==> src/rtl/core/assert_macros.svh <==
// Assertion macros shared by the QOI encoder modules.
`ifndef ASSERT_MACROS_SVH
`define ASSERT_MACROS_SVH

// Holds on every clock edge outside reset.
`define QOIE_ASSERT_ALW(lbl, expr) \
    lbl: assert property (@(posedge i_clk) disable iff (!i_rst_n) (expr)) \
        else $error("qoie: invariant violated");

// Consequent holds in the same cycle as the antecedent.
`define QOIE_ASSERT_IMP(lbl, ante, cons) \
    lbl: assert property (@(posedge i_clk) disable iff (!i_rst_n) (ante) |-> (cons)) \
        else $error("qoie: implication violated");

// Consequent holds in the cycle after the antecedent.
`define QOIE_ASSERT_NXT(lbl, ante, cons) \
    lbl: assert property (@(posedge i_clk) disable iff (!i_rst_n) (ante) |=> (cons)) \
        else $error("qoie: next-cycle implication violated");

`endif

==> src/rtl/core/qoie_pkg.sv <==
// Types, opcodes and the index hash shared by the QOI encoder modules.
package qoie_pkg;

    localparam int MaxBytes = 14;
    localparam int CntW     = 4;

    typedef logic [7:0] t_byte;
    typedef t_byte [MaxBytes-1:0] t_bytes;

    typedef struct packed {
        logic [7:0] r;
        logic [7:0] g;
        logic [7:0] b;
        logic [7:0] a;
    } t_pixel;

    typedef struct packed {
        t_bytes          bytes;
        logic [CntW-1:0] count;
    } t_burst;

    localparam t_pixel PixReset = '{r: 8'h00, g: 8'h00, b: 8'h00, a: 8'hff};

    localparam t_byte OpIndex  = 8'h00;
    localparam t_byte OpDiff   = 8'h40;
    localparam t_byte OpLuma   = 8'h80;
    localparam t_byte OpRun    = 8'hc0;
    localparam t_byte OpRunMax = 8'hfd;
    localparam t_byte OpRgb    = 8'hfe;
    localparam t_byte OpRgba   = 8'hff;
    localparam t_byte EndLast  = 8'h01;

    localparam logic [5:0] RunLimit  = 6'd62;
    localparam logic [CntW-1:0] EndZeros = 4'd7;

    function automatic logic [5:0] slot_hash(t_pixel p);
        logic [12:0] s;
        s = 13'(p.r) * 13'd3 + 13'(p.g) * 13'd5 + 13'(p.b) * 13'd7 + 13'(p.a) * 13'd11;
        return s[5:0];
    endfunction

endpackage

==> src/rtl/core/qoie_serializer.sv <==
// Output serializer that sends a burst of encoded bytes one beat at a time.
module qoie_serializer (
    input  logic            i_clk,
    input  logic            i_rst_n,
    input  logic            i_load,
    input  qoie_pkg::t_burst i_burst,
    output logic            o_free,
    output logic            o_out_valid,
    input  logic            i_out_stall,
    output logic [7:0]      o_code_byte,
    output logic            o_last_of_item
);
    import qoie_pkg::*;

    t_bytes          r_buf;
    logic [CntW-1:0] r_cnt;
    logic            take;

    assign take           = (r_cnt != '0) && !i_out_stall;
    assign o_free         = (r_cnt == '0) || ((r_cnt == CntW'(1)) && take);
    assign o_out_valid    = (r_cnt != '0);
    assign o_code_byte    = r_buf[0];
    assign o_last_of_item = (r_cnt == CntW'(1));

    always_ff @(posedge i_clk) begin
        if (!i_rst_n) begin
            r_cnt <= '0;
        end else if (i_load) begin
            r_cnt <= i_burst.count;
        end else if (take) begin
            r_cnt <= r_cnt - CntW'(1);
        end
    end

    always_ff @(posedge i_clk) begin
        if (i_load) begin
            r_buf <= i_burst.bytes;
        end else if (take) begin
            r_buf <= r_buf >> 8;
        end
    end

    `include "assert_macros.svh"

    `QOIE_ASSERT_ALW(a_cnt_bound, r_cnt <= CntW'(MaxBytes))
    `QOIE_ASSERT_IMP(a_load_when_free, i_load, o_free && i_burst.count != '0)
    `QOIE_ASSERT_NXT(a_drain_empty, take && r_cnt == CntW'(1) && !i_load, r_cnt == '0)

endmodule

==> src/rtl/core/qoi_image_encoder.sv <==
// Top level of the QOI payload encoder: pixel register, state, opcode choice, index memory.
// A pixel is registered in the input stage, then its bytes go into the serializer buffer.
// Throughput: one pixel per cycle while each pixel yields at most one byte and no output stall;
// a pixel with n bytes holds back the next until all n leave the single byte-wide output port.
// Reset clears the run count, the index valid flags and all handshakes, and sets the previous pixel
// to PixReset; the index memory is not swept, since an entry without its valid flag reads as zero.
module qoi_image_encoder (
    input  logic       i_clk,
    input  logic       i_rst_n,
    input  logic       i_in_valid,
    output logic       o_in_stall,
    input  logic [7:0] i_red,
    input  logic [7:0] i_green,
    input  logic [7:0] i_blue,
    input  logic [7:0] i_alpha,
    input  logic       i_final_pixel,
    output logic       o_out_valid,
    input  logic       i_out_stall,
    output logic [7:0] o_code_byte,
    output logic       o_last_of_item
);
    import qoie_pkg::*;

    t_pixel r_mem [64];

    t_pixel      in_pix;
    logic [5:0]  in_slot;
    logic        in_acc;

    logic        r_s1_v;
    t_pixel      r_s1_pix;
    logic        r_s1_final;
    logic [5:0]  r_s1_slot;
    t_pixel      r_mem_q;
    logic        r_ent_ok;
    logic        r_fwd;
    t_pixel      r_fwd_pix;

    t_pixel      r_prev;
    logic [5:0]  r_run;
    logic [63:0] r_ent_vld;

    t_pixel      n_prev;
    logic [5:0]  n_run;
    t_pixel      entry;
    logic        mem_we;
    t_burst      burst;
    logic        s1_go;
    logic        ser_free;
    logic        ser_load;
    logic        fwd_now;
    logic        clr_now;

    logic signed [8:0] dr, dg, db;
    logic signed [9:0] lr, lb;
    logic signed [8:0] dr2, dg2, db2, dg32;
    logic signed [9:0] lr8, lb8;
    logic        small_diff;
    logic        luma_ok;
    logic [5:0]  run_tmp;
    logic [CntW-1:0] cnt;

    assign in_pix  = '{r: i_red, g: i_green, b: i_blue, a: i_alpha};
    assign in_slot = slot_hash(in_pix);

    assign entry = !r_ent_ok ? t_pixel'('0) : (r_fwd ? r_fwd_pix : r_mem_q);

    assign dr   = $signed({1'b0, r_s1_pix.r}) - $signed({1'b0, r_prev.r});
    assign dg   = $signed({1'b0, r_s1_pix.g}) - $signed({1'b0, r_prev.g});
    assign db   = $signed({1'b0, r_s1_pix.b}) - $signed({1'b0, r_prev.b});
    assign lr   = $signed({dr[8], dr}) - $signed({dg[8], dg});
    assign lb   = $signed({db[8], db}) - $signed({dg[8], dg});
    assign dr2  = dr + 9'sd2;
    assign dg2  = dg + 9'sd2;
    assign db2  = db + 9'sd2;
    assign dg32 = dg + 9'sd32;
    assign lr8  = lr + 10'sd8;
    assign lb8  = lb + 10'sd8;

    assign small_diff = (dr >= -9'sd2) && (dr <= 9'sd1) && (dg >= -9'sd2) && (dg <= 9'sd1)
                        && (db >= -9'sd2) && (db <= 9'sd1);
    assign luma_ok    = (dg >= -9'sd32) && (dg <= 9'sd31) && (lr >= -10'sd8) && (lr <= 10'sd7)
                        && (lb >= -10'sd8) && (lb <= 10'sd7);

    always_comb begin
        burst   = '0;
        cnt     = '0;
        mem_we  = 1'b0;
        n_prev  = r_prev;
        run_tmp = '0;
        if (r_s1_pix == r_prev) begin
            run_tmp = r_run + 6'd1;
            if (run_tmp == RunLimit) begin
                burst.bytes[cnt] = OpRunMax;
                cnt = cnt + CntW'(1);
                run_tmp = '0;
            end
        end else begin
            if (r_run != '0) begin
                burst.bytes[cnt] = OpRun | {2'b00, r_run - 6'd1};
                cnt = cnt + CntW'(1);
            end
            n_prev = r_s1_pix;
            if (entry == r_s1_pix) begin
                burst.bytes[cnt] = OpIndex | {2'b00, r_s1_slot};
                cnt = cnt + CntW'(1);
            end else begin
                mem_we = 1'b1;
                if (r_s1_pix.a != r_prev.a) begin
                    burst.bytes[cnt] = OpRgba;
                    burst.bytes[cnt + CntW'(1)] = r_s1_pix.r;
                    burst.bytes[cnt + CntW'(2)] = r_s1_pix.g;
                    burst.bytes[cnt + CntW'(3)] = r_s1_pix.b;
                    burst.bytes[cnt + CntW'(4)] = r_s1_pix.a;
                    cnt = cnt + CntW'(5);
                end else if (small_diff) begin
                    burst.bytes[cnt] = OpDiff | {2'b00, dr2[1:0], dg2[1:0], db2[1:0]};
                    cnt = cnt + CntW'(1);
                end else if (luma_ok) begin
                    burst.bytes[cnt] = OpLuma | {2'b00, dg32[5:0]};
                    burst.bytes[cnt + CntW'(1)] = {lr8[3:0], lb8[3:0]};
                    cnt = cnt + CntW'(2);
                end else begin
                    burst.bytes[cnt] = OpRgb;
                    burst.bytes[cnt + CntW'(1)] = r_s1_pix.r;
                    burst.bytes[cnt + CntW'(2)] = r_s1_pix.g;
                    burst.bytes[cnt + CntW'(3)] = r_s1_pix.b;
                    cnt = cnt + CntW'(4);
                end
            end
        end
        n_run = run_tmp;
        if (r_s1_final) begin
            if (run_tmp != '0) begin
                burst.bytes[cnt] = OpRun | {2'b00, run_tmp - 6'd1};
                cnt = cnt + CntW'(1);
            end
            cnt = cnt + EndZeros;
            burst.bytes[cnt] = EndLast;
            cnt = cnt + CntW'(1);
            n_prev = PixReset;
            n_run  = '0;
        end
        burst.count = cnt;
    end

    assign s1_go      = r_s1_v && ((burst.count == '0) || ser_free);
    assign ser_load   = s1_go && (burst.count != '0);
    assign o_in_stall = r_s1_v && !s1_go;
    assign in_acc     = i_in_valid && !o_in_stall;
    assign clr_now    = s1_go && r_s1_final;
    assign fwd_now    = s1_go && mem_we && (r_s1_slot == in_slot) && !r_s1_final;

    always_ff @(posedge i_clk) begin
        if (!i_rst_n) begin
            r_s1_v    <= 1'b0;
            r_prev    <= PixReset;
            r_run     <= '0;
            r_ent_vld <= '0;
        end else begin
            if (in_acc) begin
                r_s1_v <= 1'b1;
            end else if (s1_go) begin
                r_s1_v <= 1'b0;
            end
            if (s1_go) begin
                r_prev <= n_prev;
                r_run  <= n_run;
                if (r_s1_final) begin
                    r_ent_vld <= '0;
                end else if (mem_we) begin
                    r_ent_vld[r_s1_slot] <= 1'b1;
                end
            end
        end
    end

    always_ff @(posedge i_clk) begin
        if (in_acc) begin
            r_s1_pix   <= in_pix;
            r_s1_final <= i_final_pixel;
            r_s1_slot  <= in_slot;
            r_ent_ok   <= !clr_now && (fwd_now || r_ent_vld[in_slot]);
            r_fwd      <= fwd_now;
            r_fwd_pix  <= r_s1_pix;
        end
    end

    always_ff @(posedge i_clk) begin
        if (s1_go && mem_we) begin
            r_mem[r_s1_slot] <= r_s1_pix;
        end
    end

    always_ff @(posedge i_clk) begin
        if (in_acc) begin
            r_mem_q <= r_mem[in_slot];
        end
    end

    qoie_serializer u_ser (
        .i_clk          (i_clk),
        .i_rst_n        (i_rst_n),
        .i_load         (ser_load),
        .i_burst        (burst),
        .o_free         (ser_free),
        .o_out_valid    (o_out_valid),
        .i_out_stall    (i_out_stall),
        .o_code_byte    (o_code_byte),
        .o_last_of_item (o_last_of_item)
    );

    `include "assert_macros.svh"

    `QOIE_ASSERT_ALW(a_run_bound, r_run < RunLimit)
    `QOIE_ASSERT_NXT(a_final_clears, s1_go && r_s1_final,
                     r_run == '0 && r_prev == PixReset && r_ent_vld == '0)
    `QOIE_ASSERT_IMP(a_stall_only_on_bytes, o_in_stall, r_s1_v && burst.count != '0)

endmodule
==> config.mk <==
export PLATFORM = sky130hd
export DESIGN_NAME = qoi_image_encoder
export DESIGN_NICKNAME = d
export VERILOG_FILES = /design/src/rtl/core/qoie_pkg.sv /design/src/rtl/core/qoie_serializer.sv /design/src/rtl/core/qoi_image_encoder.sv
export VERILOG_INCLUDE_DIRS = /design/src /design/src/rtl/core
export SDC_FILE = /design/constraint.sdc
export NUM_CORES = 2
export LEC_CHECK = 0
export ABC_AREA = 1
export BUFFER_PORTS_ARGS = -buffer_cell sky130_fd_sc_hd__buf_2
export CELL_PAD_IN_SITES_DETAIL_PLACEMENT = 1
export CELL_PAD_IN_SITES_GLOBAL_PLACEMENT = 1
export CORE_MARGIN = 4
export CORE_UTILIZATION = 39
export DETAILED_ROUTE_END_ITERATION = 16
export PLACE_DENSITY = 0.6
export SLEW_MARGIN = 20
export SYNTH_ARGS = -nofsm -noshare
export SYNTH_HDL_FRONTEND = slang
export SYNTH_SLANG_ARGS = --single-unit
==> constraint.sdc <==
create_clock -name i_clk -period 11.5 [get_ports i_clk]
set_input_delay 1.15 -clock i_clk [delete_from_list [all_inputs] [get_ports i_clk]]
set_output_delay 1.15 -clock i_clk [all_outputs]
set_load 0.01 [all_outputs]
==> results.json <==
{
  "clk_pin_slew_ps": 60,
  "yosys_register_bits": 2328,
  "post-cts-setup-buffers": 0,
  "ios": 48,
  "synth-edff-count": 2221,
  "synth_most_common_cell": "edfxtp_1",
  "grt_usage": 0.260,
  "antenna_found_initial": 28,
  "crit_start": "r_s1_pix[17]",
  "syn_area_per_cell_um2": 12.1,
  "ys_top_cells_by_count": "edfxtp_1 (2221), nor2_1 (1307), o21ai_0 (1298), nand2_1 (515), clkbuf_1 (492)",
  "dr.first_iter.drc_count": 8413,
  "timing.slew.headroom": 0.203,
  "drive_gt1_frac": 0.0929,
  "reg2reg_from": "r_s1_pix[17]",
  "status": "finished clean",
  "clk_latency_ps": 930,
  "grt_pass1_vias": 69300,
  "fin_crit_ps": 9100,
  "first_pass_iters": 5,
  "dieArea_um2": 260000,
  "timing.fmax_mhz": 110,
  "crit_required_ps": 12080,
  "start_util": 0.393,
  "syn2layout_area_growth_pct": 13.1,
  "yosysTopAreaCell": "edfxtp_1",
  "crit_buf_inv": 7,
  "rsz0062_at_grt": "false",
  "wirelength_um": 343000,
  "dp_hpwl_um": 203000,
  "ys_seq_area_frac": 0.702,
  "crit_path_end_kind": "flip-flop",
  "tightestPinTransition_ps": 1200,
  "async_flop_share": 0,
  "hp-start": "i_alpha[6]",
  "vias": 68600,
  "die_y_um": 509,
  "placed_cell_area_um2": 103000,
  "cts_hold_buf": 0,
  "numCtsBuffers": 278,
  "drc": 0,
  "syn_area_um2": 98100,
  "h-tree-depth": 5,
  "synthCells": 8095,
  "hold_end": "r_s1_pix[6]",
  "holdPathStages": 1,
  "cts_tree": "done",
  "rows": 183,
  "die_w_um": 509,
  "ant_nets": 0,
  "cp.arrival_ps": 9680,
  "cpPeakStageDelay_ps": 720,
  "max_cap_viol_count": 0,
  "ys_warn_count": 0,
  "timing.rr.end": "r_mem[46][9]",
  "crit_family": "simple AND/OR/NAND/NOR gates",
  "crit_top_cell": "nand2_1",
  "grt_first_pass_wirelength_um": 497000,
  "yosys-top-cells-area": "edfxtp_1 (68%), o21ai_0 (6.6%), nor2_1 (5.0%)",
  "nNetsFinal": 8202,
  "cpMaxStageDelayCell": "nor3_4",
  "critPathLaunchType": "flip-flop",
  "rr_worst_depth": 42,
  "final-setup-viol-count": 0,
  "synth_ff_type": "edfxtp_1",
  "grt_max_degree": 202,
  "fin_skew_ps": 64.2,
  "setup_tns_ps": 0,
  "via_per_inst": 5.92,
  "path_class": "flip-flop to flip-flop",
  "final_area_um2": 111000,
  "wl_per_cell_um": 29.6,
  "clk_path_buf_depth": 4,
  "yosysTopAreaCellShare": 0.680,
  "slew_violations": 0,
  "cts_root_buf": "clkbuf_16",
  "coreArea_um2": 249000,
  "post_cts_resized": 0,
  "min_path_type": "input pin to flip-flop",
  "path_max_fanout": 66,
  "grt_remaining_overflow": 0,
  "r2r_slack_ps": 2400,
  "ys_types": 59,
  "final_hold_viol_count": 0,
  "gp_congestion": 0.886,
  "cts_sinks": 2328,
  "post-route-period-util": 0.791,
  "io_buffers": 47
}
## sequential cells by signal (all words and copies together), names as in the netlist
register	count
r_s1_v	1
r_ent_ok	1
r_fwd	1
r_ent_vld	64
r_fwd_pix	32
r_mem_q	32
r_mem	2048
u_ser.r_buf	60
r_s1_final	1
r_s1_slot	6
r_s1_pix	32
u_ser.o_code_byte	8
r_run	6
u_ser.r_cnt	4
r_prev	32
## worst max path at each step
stage,endpoint,cells past startpoint
final,r_mem[46][9],42
after global routing,r_mem[46][9],45
after CTS,r_mem[46][9],42
after detailed placement,r_mem[46][30],42
after global placement,r_mem[46][7],41
after floorplan,r_mem[0][0],43
## per-layer routing
layer,wire (µm),GRT usage,up-vias
met1,146000,0.361,35800
li1,-,-,29900
met3,23600,0.0411,554
met2,161000,0.417,2363
met5,13,0,-
met4,13200,0.0918,2
## logic make-up (layout without fill, tap and decap cells)
group / Yosys count / in the layout / synth area share
buf+inv: 945 / 1101 / 0.0375
compound gates: 2342 / 2342 / 0.139
simple gates: 2311 / 2311 / 0.101
flops: 2328 / 2328 / 0.702
other cells: 1 / 14 / 0.0000382
fa+ha+maj: 96 / 96 / 0.0144
xor+xnor: 72 / 72 / 0.00643
## layout by cell type, fill, tap and decap left out, types with 9 or more instances in the layout
master | synthesis | layout
edfxtp_1 | 2221 | 2221
nor2_1 | 1307 | 1307
o21ai_0 | 1298 | 1298
nand2_1 | 515 | 511
o22ai_1 | 334 | 334
inv_1 | 333 | 330
clkbuf_16 | 0 | 285
nand3_1 | 210 | 209
a21oi_1 | 207 | 207
buf_4 | 15 | 205
o221ai_1 | 203 | 203
o211ai_1 | 200 | 200
nand4_1 | 120 | 120
dfxtp_1 | 107 | 106
clkinv_1 | 9 | 67
ha_1 | 68 | 65
nor3_4 | 0 | 61
clkbuf_1 | 492 | 56
xor2_1 | 54 | 54
buf_2 | 35 | 47
clkinv_2 | 1 | 38
a31oi_1 | 38 | 38
nor3_1 | 37 | 33
fa_1 | 28 | 27
inv_2 | 23 | 24
o21ai_1 | 20 | 19
xnor2_1 | 18 | 17
bufinv_16 | 0 | 16
buf_12 | 0 | 15
nand2_2 | 12 | 13
or2_2 | 9 | 9
o31ai_1 | 9 | 9
## layout make-up
class / count / area (µm²)
flip-flops and latches: 2328 / 68800
fillers: 25700 / 138000
multi-input cells: 4827 / 26100
inverters: 366 / 1400
clock inverters: 125 / 998
well taps: 3330 / 4170
clock buffers: 342 / 7360
diodes: 8 / 20.0
repair buffers: 268 / 2090
## per-stage QoR
step / util / worst slack [ps] / instances / hold WS, ps
after floorplan: - / 2700 / 8100 / 420
after global placement: 0.411 / 2520 / 11100 / 430
after detailed placement: 0.411 / 2510 / 11100 / 435
after CTS: 0.445 / 2430 / 11600 / 344
after global routing: 0.445 / 1800 / 11600 / 354
final: 0.445 / 2400 / 11600 / 399
Power is not shown: default switching activity piles up to over one toggle a cycle in this logic, so the estimate is an artifact.
